<file path="config.mk">
export PLATFORM = sky130hd
export DESIGN_NAME = vu_meter_level_tracker
export DESIGN_NICKNAME = d
export VERILOG_FILES = /design/src/rtl/vumlt_pkg.sv /design/src/rtl/vumlt_front.sv /design/src/rtl/vumlt_fifo.sv /design/src/rtl/vumlt_div.sv /design/src/rtl/vumlt_back.sv /design/src/rtl/vu_meter_level_tracker.sv
export SDC_FILE = /design/constraint.sdc
export NUM_CORES = 1
export LEC_CHECK = 0
export BUFFER_PORTS_ARGS = -buffer_cell sky130_fd_sc_hd__buf_2
export CAP_MARGIN = 5
export CORE_ASPECT_RATIO = 1.1
export CORE_MARGIN = 10
export CORE_UTILIZATION = 32
export CTS_BUF_LIST = sky130_fd_sc_hd__clkbuf_2
export CTS_CLUSTER_DIAMETER = 150
export DETAILED_ROUTE_END_ITERATION = 12
export PLACE_DENSITY = 0.49
export REMOVE_ABC_BUFFERS = 1
export SYNTH_ARGS = -nofsm -noshare
export SYNTH_HDL_FRONTEND = slang
export SYNTH_HIERARCHICAL = 1
export SYNTH_SLANG_ARGS = --single-unit
export TNS_END_PERCENT = 30
</file>
<file path="constraint.sdc">
create_clock -name clk -period 7.2 [get_ports clk]
set_input_delay 1.08 -clock clk [delete_from_list [all_inputs] [get_ports clk]]
set_output_delay 1.08 -clock clk [all_outputs]
set_load 0.02 [all_outputs]
</file>
<file path="src/rtl/vumlt_pkg.sv">
`default_nettype none
package vumlt_pkg;

	// Block length default and fixed field widths
	localparam int SAMPLES_PER_BLOCK_DEF = 8;
	localparam int SAMPLE_W = 12;
	localparam int ROWS_W = 5;
	localparam int CFG_IDX_W = 2;

	// Register indexes on the configuration port
	localparam logic [CFG_IDX_W-1:0] REG_DC_MIDPOINT = 2'd0;
	localparam logic [CFG_IDX_W-1:0] REG_FULL_SCALE = 2'd1;
	localparam logic [CFG_IDX_W-1:0] REG_BAR_ROWS = 2'd2;

	// Register reset values
	localparam logic [SAMPLE_W-1:0] DC_MIDPOINT_RST = 12'd2048;
	localparam logic [SAMPLE_W-1:0] FULL_SCALE_RST = 12'd2000;
	localparam logic [ROWS_W-1:0] BAR_ROWS_RST = 5'd8;

	// Smoothing filter: (7*old + 3*new) / 10, numerator below 2^16
	localparam int SMOOTH_NUM_W = 16;
	localparam logic [SMOOTH_NUM_W-1:0] SMOOTH_OLD_WEIGHT = 16'd7;
	localparam logic [SMOOTH_NUM_W-1:0] SMOOTH_NEW_WEIGHT = 16'd3;
	localparam logic [SAMPLE_W-1:0] SMOOTH_DIVISOR = 12'd10;

	// Divide by ten as a multiply by the rounded-up reciprocal and a shift,
	// exact for every numerator below 2^SMOOTH_NUM_W
	localparam int SMOOTH_SHIFT = SMOOTH_NUM_W + $clog2(SMOOTH_DIVISOR);
	localparam int SMOOTH_RECIP_W = SMOOTH_NUM_W + 1;
	localparam logic [SMOOTH_RECIP_W-1:0] SMOOTH_RECIP = SMOOTH_RECIP_W'(
		((64'd1 << SMOOTH_SHIFT) + 64'(SMOOTH_DIVISOR) - 64'd1) / 64'(SMOOTH_DIVISOR));

	// Back end sequencer states
	typedef enum logic [2:0] {
		BK_IDLE,
		BK_AVG,
		BK_FILT,
		BK_SCALE,
		BK_ROWS,
		BK_EMIT
	} back_state_t;

endpackage
`default_nettype wire

</file>
<file path="src/rtl/vumlt_front.sv">
`default_nettype none
module vumlt_front import vumlt_pkg::*; #(
	parameter int SAMPLES_PER_BLOCK = SAMPLES_PER_BLOCK_DEF,
	localparam int CNT_W = $clog2(SAMPLES_PER_BLOCK),
	localparam int SUM_W = SAMPLE_W + CNT_W
) (
	input  wire logic                clk,
	input  wire logic                arst_n,
	input  wire logic                accept,
	input  wire logic [SAMPLE_W-1:0] adc_sample,
	input  wire logic [SAMPLE_W-1:0] dc_midpoint,
	output logic                     push,
	output logic [SUM_W-1:0]         push_sum
);

	logic [SAMPLE_W-1:0] amp;
	logic [SUM_W-1:0]    sum_q;
	logic [CNT_W-1:0]    cnt_q;
	logic                last;

	// Remove the DC midpoint and rectify
	always_comb begin
		if (adc_sample >= dc_midpoint) begin
			amp = adc_sample - dc_midpoint;
		end else begin
			amp = dc_midpoint - adc_sample;
		end
	end

	// Close the block on its final sample
	assign last = (cnt_q == CNT_W'(SAMPLES_PER_BLOCK - 1));
	assign push = accept && last;
	assign push_sum = sum_q + SUM_W'(amp);

	// Accumulate the block sum
	always_ff @(posedge clk or negedge arst_n) begin
		if (!arst_n) begin
			sum_q <= '0;
			cnt_q <= '0;
		end else if (accept) begin
			if (last) begin
				sum_q <= '0;
				cnt_q <= '0;
			end else begin
				sum_q <= push_sum;
				cnt_q <= cnt_q + 1'b1;
			end
		end
	end

endmodule
`default_nettype wire

</file>
<file path="src/rtl/vumlt_fifo.sv">
`default_nettype none
module vumlt_fifo import vumlt_pkg::*; #(
	parameter int WIDTH = SAMPLE_W
) (
	input  wire logic             clk,
	input  wire logic             arst_n,
	input  wire logic             push,
	input  wire logic [WIDTH-1:0] push_data,
	input  wire logic             pop,
	output logic [WIDTH-1:0]      pop_data,
	output logic                  full,
	output logic                  empty
);

	logic [WIDTH-1:0] mem_q [2];
	logic             wr_ptr_q;
	logic             rd_ptr_q;
	logic [1:0]       count_q;

	assign full = (count_q == 2'd2);
	assign empty = (count_q == 2'd0);
	assign pop_data = mem_q[rd_ptr_q];

	// Store incoming block sums
	always_ff @(posedge clk) begin
		if (push) begin
			mem_q[wr_ptr_q] <= push_data;
		end
	end

	// Advance pointers and occupancy
	always_ff @(posedge clk or negedge arst_n) begin
		if (!arst_n) begin
			wr_ptr_q <= 1'b0;
			rd_ptr_q <= 1'b0;
			count_q <= '0;
		end else begin
			if (push) begin
				wr_ptr_q <= ~wr_ptr_q;
			end
			if (pop) begin
				rd_ptr_q <= ~rd_ptr_q;
			end
			if (push && !pop) begin
				count_q <= count_q + 1'b1;
			end else if (pop && !push) begin
				count_q <= count_q - 1'b1;
			end
		end
	end

endmodule
`default_nettype wire

</file>
<file path="src/rtl/vumlt_div.sv">
`default_nettype none
module vumlt_div import vumlt_pkg::*; #(
	parameter int DW = 17,
	localparam int CNT_W = $clog2(DW + 1)
) (
	input  wire logic                clk,
	input  wire logic                arst_n,
	input  wire logic                start,
	input  wire logic [DW-1:0]       dividend,
	input  wire logic [SAMPLE_W-1:0] divisor,
	output logic                     done,
	output logic [DW-1:0]            quotient
);

	logic [SAMPLE_W-1:0] rem_q;
	logic [SAMPLE_W-1:0] dsr_q;
	logic [DW-1:0]       quo_q;
	logic [CNT_W-1:0]    cnt_q;
	logic                busy_q;
	logic                done_q;
	logic [SAMPLE_W:0]   trial;
	logic                fits;

	// One restoring step: shift in the next dividend bit, try the subtract
	assign trial = {rem_q, quo_q[DW-1]};
	assign fits = (trial >= {1'b0, dsr_q});

	assign done = done_q;
	assign quotient = quo_q;

	always_ff @(posedge clk) begin
		if (start) begin
			rem_q <= '0;
			dsr_q <= divisor;
			quo_q <= dividend;
		end else if (busy_q) begin
			if (fits) begin
				rem_q <= SAMPLE_W'(trial - {1'b0, dsr_q});
			end else begin
				rem_q <= trial[SAMPLE_W-1:0];
			end
			quo_q <= {quo_q[DW-2:0], fits};
		end
	end

	// Count steps and flag completion
	always_ff @(posedge clk or negedge arst_n) begin
		if (!arst_n) begin
			busy_q <= 1'b0;
			done_q <= 1'b0;
			cnt_q <= '0;
		end else begin
			done_q <= 1'b0;
			if (start) begin
				busy_q <= 1'b1;
				cnt_q <= CNT_W'(DW);
			end else if (busy_q) begin
				cnt_q <= cnt_q - 1'b1;
				if (cnt_q == CNT_W'(1)) begin
					busy_q <= 1'b0;
					done_q <= 1'b1;
				end
			end
		end
	end

endmodule
`default_nettype wire

</file>
<file path="src/rtl/vumlt_back.sv">
`default_nettype none
module vumlt_back import vumlt_pkg::*; #(
	parameter int SAMPLES_PER_BLOCK = SAMPLES_PER_BLOCK_DEF,
	localparam int CNT_W = $clog2(SAMPLES_PER_BLOCK),
	localparam int SUM_W = SAMPLE_W + CNT_W,
	localparam int DIV_W = SAMPLE_W + ROWS_W
) (
	input  wire logic                clk,
	input  wire logic                arst_n,
	input  wire logic                q_empty,
	input  wire logic [SUM_W-1:0]    q_data,
	output logic                     q_pop,
	input  wire logic [SAMPLE_W-1:0] full_scale_level,
	input  wire logic [ROWS_W-1:0]   bar_rows,
	output logic                     out_valid,
	input  wire logic                out_stall,
	output logic [SAMPLE_W-1:0]      smoothed_level,
	output logic [ROWS_W-1:0]        lit_rows
);

	// Block average as a multiply by the rounded-up reciprocal of the block
	// length and a shift, exact for every block sum
	localparam int AVG_SHIFT = SUM_W + CNT_W;
	localparam int AVG_RECIP_W = SUM_W + 1;
	localparam logic [AVG_RECIP_W-1:0] AVG_RECIP = AVG_RECIP_W'(
		((64'd1 << AVG_SHIFT) + 64'(SAMPLES_PER_BLOCK) - 64'd1) / 64'(SAMPLES_PER_BLOCK));

	back_state_t                      state_q;
	back_state_t                      state_nxt;
	logic                             div_start;
	logic [DIV_W-1:0]                 div_dividend;
	logic [SAMPLE_W-1:0]              div_divisor;
	logic                             div_done;
	logic [DIV_W-1:0]                 div_quo;
	logic [SAMPLE_W-1:0]              avg_q;
	logic [SMOOTH_NUM_W-1:0]          num_q;
	logic [SAMPLE_W-1:0]              filtered_q;
	logic [ROWS_W-1:0]                rows_q;
	logic                             out_valid_q;
	logic [SAMPLE_W-1:0]              smoothed_level_q;
	logic [ROWS_W-1:0]                lit_rows_q;
	logic                             load_out;
	logic [SUM_W+AVG_RECIP_W-1:0]     avg_prod;
	logic [SMOOTH_NUM_W-1:0]          filt_num;
	logic [SMOOTH_NUM_W+SMOOTH_RECIP_W-1:0] smooth_prod;
	logic [DIV_W-1:0]                 rows_prod;
	logic [SAMPLE_W-1:0]              fs;

	// Block average from the sum at the head of the queue
	assign avg_prod = {{AVG_RECIP_W{1'b0}}, q_data} * {{SUM_W{1'b0}}, AVG_RECIP};
	// Smoothing numerator from the previous level and the block average
	assign filt_num = {4'd0, filtered_q} * SMOOTH_OLD_WEIGHT
		+ {4'd0, avg_q} * SMOOTH_NEW_WEIGHT;
	assign smooth_prod = {{SMOOTH_RECIP_W{1'b0}}, num_q}
		* {{SMOOTH_NUM_W{1'b0}}, SMOOTH_RECIP};
	// Bar numerator from the freshly smoothed level
	assign rows_prod = {5'd0, filtered_q} * {12'd0, bar_rows};
	assign fs = (full_scale_level == '0) ? SAMPLE_W'(1) : full_scale_level;

	assign div_dividend = rows_prod;
	assign div_divisor = fs;

	vumlt_div #(
		.DW(DIV_W)
	) u_div (
		.clk      (clk),
		.arst_n   (arst_n),
		.start    (div_start),
		.dividend (div_dividend),
		.divisor  (div_divisor),
		.done     (div_done),
		.quotient (div_quo)
	);

	always_ff @(posedge clk or negedge arst_n) begin
		if (!arst_n) begin
			state_q <= BK_IDLE;
		end else begin
			state_q <= state_nxt;
		end
	end

	// Sequence average, smoothing and the bar divide
	always_comb begin
		state_nxt = state_q;
		q_pop = 1'b0;
		div_start = 1'b0;
		load_out = 1'b0;
		unique case (state_q)
			BK_IDLE: begin
				if (!q_empty) begin
					q_pop = 1'b1;
					state_nxt = BK_AVG;
				end
			end
			BK_AVG: begin
				state_nxt = BK_FILT;
			end
			BK_FILT: begin
				state_nxt = BK_SCALE;
			end
			BK_SCALE: begin
				div_start = 1'b1;
				state_nxt = BK_ROWS;
			end
			BK_ROWS: begin
				if (div_done) begin
					state_nxt = BK_EMIT;
				end
			end
			BK_EMIT: begin
				if (!out_valid_q || !out_stall) begin
					load_out = 1'b1;
					state_nxt = BK_IDLE;
				end
			end
			default: begin
				state_nxt = BK_IDLE;
			end
		endcase
	end

	// Capture the block average as its sum leaves the queue
	always_ff @(posedge clk) begin
		if (q_pop) begin
			avg_q <= avg_prod[AVG_SHIFT +: SAMPLE_W];
		end
	end

	// Hold the smoothing numerator
	always_ff @(posedge clk) begin
		if (state_q == BK_AVG) begin
			num_q <= filt_num;
		end
	end

	// Hold the smoothed level across blocks
	always_ff @(posedge clk or negedge arst_n) begin
		if (!arst_n) begin
			filtered_q <= '0;
		end else if (state_q == BK_FILT) begin
			filtered_q <= smooth_prod[SMOOTH_SHIFT +: SAMPLE_W];
		end
	end

	// Saturate the row count at the configured bar length
	always_ff @(posedge clk) begin
		if (state_q == BK_ROWS && div_done) begin
			if (div_quo > DIV_W'(bar_rows)) begin
				rows_q <= bar_rows;
			end else begin
				rows_q <= div_quo[ROWS_W-1:0];
			end
		end
	end

	// Output register
	always_ff @(posedge clk or negedge arst_n) begin
		if (!arst_n) begin
			out_valid_q <= 1'b0;
		end else if (load_out) begin
			out_valid_q <= 1'b1;
		end else if (!out_stall) begin
			out_valid_q <= 1'b0;
		end
	end

	always_ff @(posedge clk) begin
		if (load_out) begin
			smoothed_level_q <= filtered_q;
			lit_rows_q <= rows_q;
		end
	end

	assign out_valid = out_valid_q;
	assign smoothed_level = smoothed_level_q;
	assign lit_rows = lit_rows_q;

endmodule
`default_nettype wire

</file>
<file path="src/rtl/vu_meter_level_tracker.sv">
// VU meter level tracker.
// Input channel: one raw 12-bit converter code per item (adc_sample, in_valid,
// in_stall). The front end removes the DC midpoint, rectifies and adds to a
// block sum, taking one item per cycle while in_stall is low. Every
// SAMPLES_PER_BLOCK items the sum goes into a two-entry queue. The back end
// forms the block average and the (7*old + 3*avg)/10 smoothing by reciprocal
// multiplication, registering the average, the numerator and the smoothed
// level in turn, then divides level*rows by the full scale in a restoring
// divider, one quotient bit per cycle over the 17-bit bar numerator.
// The back end works on one block sum at a time while the front end goes on
// accumulating; in_stall rises when the queue is full.
// A held result sits in the output register while out_stall is high; the
// back end finishes the next block meanwhile and then waits for it to drain.
// Reset clears the block sum, sample count, smoothed level and queue and
// loads midpoint 2048, full scale 2000 and eight rows. Configuration writes
// (cfg_wr_en, cfg_index, cfg_data) take effect on the next clock edge.
`default_nettype none
module vu_meter_level_tracker import vumlt_pkg::*; #(
	parameter int SAMPLES_PER_BLOCK = SAMPLES_PER_BLOCK_DEF
) (
	input  wire logic                 clk,
	input  wire logic                 arst_n,
	input  wire logic                 cfg_wr_en,
	input  wire logic [CFG_IDX_W-1:0] cfg_index,
	input  wire logic [SAMPLE_W-1:0]  cfg_data,
	input  wire logic                 in_valid,
	output logic                      in_stall,
	input  wire logic [SAMPLE_W-1:0]  adc_sample,
	output logic                      out_valid,
	input  wire logic                 out_stall,
	output logic [SAMPLE_W-1:0]       smoothed_level,
	output logic [ROWS_W-1:0]         lit_rows
);

	localparam int CNT_W = $clog2(SAMPLES_PER_BLOCK);
	localparam int SUM_W = SAMPLE_W + CNT_W;

	logic [SAMPLE_W-1:0] dc_midpoint_q;
	logic [SAMPLE_W-1:0] full_scale_q;
	logic [ROWS_W-1:0]   bar_rows_q;
	logic                in_accept;
	logic                q_push;
	logic [SUM_W-1:0]    q_push_data;
	logic                q_pop;
	logic [SUM_W-1:0]    q_pop_data;
	logic                q_full;
	logic                q_empty;

	// Configuration registers
	always_ff @(posedge clk or negedge arst_n) begin
		if (!arst_n) begin
			dc_midpoint_q <= DC_MIDPOINT_RST;
			full_scale_q <= FULL_SCALE_RST;
			bar_rows_q <= BAR_ROWS_RST;
		end else if (cfg_wr_en) begin
			case (cfg_index)
				REG_DC_MIDPOINT: dc_midpoint_q <= cfg_data;
				REG_FULL_SCALE: full_scale_q <= cfg_data;
				REG_BAR_ROWS: bar_rows_q <= cfg_data[ROWS_W-1:0];
				default: ;
			endcase
		end
	end

	// Stall input while the queue has no room
	assign in_stall = q_full;
	assign in_accept = in_valid && !in_stall;

	vumlt_front #(
		.SAMPLES_PER_BLOCK(SAMPLES_PER_BLOCK)
	) u_front (
		.clk         (clk),
		.arst_n      (arst_n),
		.accept      (in_accept),
		.adc_sample  (adc_sample),
		.dc_midpoint (dc_midpoint_q),
		.push        (q_push),
		.push_sum    (q_push_data)
	);

	vumlt_fifo #(
		.WIDTH(SUM_W)
	) u_fifo (
		.clk       (clk),
		.arst_n    (arst_n),
		.push      (q_push),
		.push_data (q_push_data),
		.pop       (q_pop),
		.pop_data  (q_pop_data),
		.full      (q_full),
		.empty     (q_empty)
	);

	vumlt_back #(
		.SAMPLES_PER_BLOCK(SAMPLES_PER_BLOCK)
	) u_back (
		.clk              (clk),
		.arst_n           (arst_n),
		.q_empty          (q_empty),
		.q_data           (q_pop_data),
		.q_pop            (q_pop),
		.full_scale_level (full_scale_q),
		.bar_rows         (bar_rows_q),
		.out_valid        (out_valid),
		.out_stall        (out_stall),
		.smoothed_level   (smoothed_level),
		.lit_rows         (lit_rows)
	);

`ifndef SYNTHESIS
	a_no_push_when_full: assert property (@(posedge clk) disable iff (!arst_n)
		q_push |-> !q_full)
		else $error("block sum pushed into a full queue");

	a_no_pop_when_empty: assert property (@(posedge clk) disable iff (!arst_n)
		q_pop |-> !q_empty)
		else $error("block sum popped from an empty queue");

	a_rows_saturated: assert property (@(posedge clk) disable iff (!arst_n)
		out_valid |-> (lit_rows <= bar_rows_q))
		else $error("lit rows above configured bar length");
`endif

endmodule
`default_nettype wire

</file>
==> metrics.md <==
| Metric | Value |
|---|---|
| WL met3 | 1.22 mm |
| Clock Path Buffers | 2 |
| Core Area | 53800 sq um |
| Post-DP Area | 18400 sq um |
| Total Nets Final | 2084 |
| GP Congestion | 0.915 |
| Fmax | 167 MHz |
| Status | completed |
| Grt total ovfl | 0 |
| Die Span X | 243 um |
| Vias per cell | 4.79 |
| Worst Hold Class | in2reg |
| Global-route wire length before repair | 65.3 mm |
| Hold endpoint | dc_midpoint_q[10] |
| Via count | 11.6k |
| WHS Path Cells | 2 |
| CTS buffer count | 17 |
| Worst r2r src | u_back/num_q[6] |
| Global-route usage over all layers | 12.8% |
| Number of detailed-routing iterations run before antenna repair | 5 |
| CTS tree | yes |
| Fillers | 5470 |
| Ys Warns | 6 |
| Max Clock Skew | 0.0488 ns |
| DPL Wire Length | 32.6 mm |
| Number of global-route vias before repair | 12.1k |
| Wl on met1 | 18.6 mm |
| Htree depth | 4 |
| Clk sinks | 189 |
| Max_slew headroom | 24.0% |
| Row count | 89 |
| Layout cell share with drive strength beyond 1 | 11.7% |
| Routed WL | 40.2 mm |
| Syn-to-layout area delta | 7.27% |
| Starting Density | 32.4% |
| Max Cap Violations | 0 |
| Post-Place Setup Slack | 1.32 ns |
| Die area | 64200 sq um |
| Hold_sp | cfg_data[10] |
| Data arrival, critical path | 6.86 ns |
| Min cycle time layout | 5.97 ns |
| Hold_buf cts | 1 |
| Post-Syn Instances | 1645 |
| Commonest non-fill, non-tap cell in the layout | inv_1 |
| RSZ-0062 raised after global routing | false |
| Mean Syn Cell Area | 10.6 sq um |
| DIE HEIGHT | 265 um |
| Post-CTS Setup Repair Bufs | 0 |
| Multi-input logic area | 10900 sq um |
| CP max FO | 5 |
| Finished Cell Area | 18700 sq um |
| CP Class | reg2reg |
| Worst flop-to-flop path endpoint | u_back/filtered_q[9] |
| Initial DRC count | 497 |
| Input/output buffers | 49 |
| Netlist Area Pre-Place | 17400 sq um |
| Setup TNS | 0 ns |
| Final Max Slew Viols | 0 |
| Clock Latency Late Sink | 1.00 ns |
| Worst R2R Setup Slack | 1.23 ns |
| Initial antenna violation count | 3 |
| Setup violations, final | 0 |
| Core Util, Final | 34.8% |
| Startpoint Class | register |
| Reg2Reg Depth | 18 |
| Ports | 50 |
| Hold Fails Final Rpt | 0 |
| Max layer used | met4 |
| Critical Path RT | 8.09 ns |
| Routed Antenna Nets | 0 |
| Slew @ Worst Pin | 1.13 ns |
| Met2 WL | 19.7 mm |
| Nature of the critical path endpoint | register |
| Largest net degree at the start of global routing | 74 |
| Setup ws final | 1.23 ns |
| Commonest non-fill, non-tap cells in the layout | inv_1, ha_1, fa_1 |
| Root Driver | clkbuf_2 |
| Drt drc | 0 |
| Number of gates resized after CTS | 0 |
| Mean routed wirelength per cell | 16.6 um |
| Clock Pin Slew Worst Setup and Hold Paths | 0.32 ns |
| Register Area | 5190 sq um |
| Final Cycle Share | 82.9% |
-- how the worst max path moves through the flow --
| stage | to | start | depth (start not counted) | slack [ns] |
|---|---|---|---|---|
| final | u_back/filtered_q[9] | u_back/num_q[6] | 18 | 1.23 |
| after global routing | u_back/filtered_q[9] | u_back/num_q[5] | 19 | 0.82 |
| after CTS | u_back/filtered_q[9] | u_back/num_q[6] | 18 | 1.20 |
| after detailed placement | u_back/filtered_q[9] | u_back/num_q[6] | 18 | 1.32 |
| after global placement | u_back/filtered_q[9] | u_back/num_q[6] | 18 | 1.39 |
| after floorplan | u_back/filtered_q[6] | u_back/num_q[4] | 19 | 1.83 |
-- registers in the layout, indices dropped and copies added, names as in the netlist, 2 cells and up --
signal / flops
bar_rows_q: 5
dc_midpoint_q: 12
full_scale_q: 12
u_back/avg_q: 12
u_back/filtered_q: 12
u_back/lit_rows: 5
u_back/num_q: 16
u_back/rows_q: 5
u_back/smoothed_level: 12
u_back/state_q: 3
u_back/u_div/cnt_q: 5
u_back/u_div/dsr_q: 12
u_back/u_div/quotient: 17
u_back/u_div/rem_q: 12
u_fifo/count_q: 2
u_fifo/mem_q: 24
u_front/cnt_q: 3
u_front/sum_q: 15
-- metal layers --
| layer | GRT usage, % | up-vias |
|---|---|---|
| li1 | - | 5670 |
| met1 | 16.3 | 5749 |
| met2 | 21.8 | 145 |
| met3 | 2.51 | 34 |
| met4 | 3.32 | 0 |
| met5 | 0 | - |
-- per-stage QoR --
step	hold slack [ns]	std cells
2_1_floorplan	0.400	1598
3_5_place_dp	0.413	2384
5_1_grt	0.116	2421
3_3_place_gp	0.425	2384
6_report	0.286	2421
4_1_cts	0.0806	2417
-- final cells by class --
type	count	area share, %
Multi-Input combinational cell	1115	58.1
Sequential cell	189	27.8
Inverter	294	5.90
Tap cell	728	4.87
Timing Repair Buffer	59	1.74
Clock inverter	14	1.04
Clock buffer	18	0.482
Antenna cell	4	0.0535
-- worst max-delay path, cell delays in order, from the launching register on --
cell and delay, ns:
edfxtp_1 0.57, ha_1 0.36, inv_1 0.10, fa_1 0.54
inv_1 0.05, fa_1 0.50, fa_1 0.51, fa_1 0.54
inv_1 0.06, fa_1 0.52, inv_1 0.04, ha_1 0.30
nand3_1 0.17, nor4_1 0.29, o211ai_1 0.18, a31oi_1 0.47
o311ai_1 0.21, and3b_1 0.22, o31ai_1 0.21
Power is not shown: default switching activity piles up to over one toggle a cycle in this logic, so the estimate is an artifact.
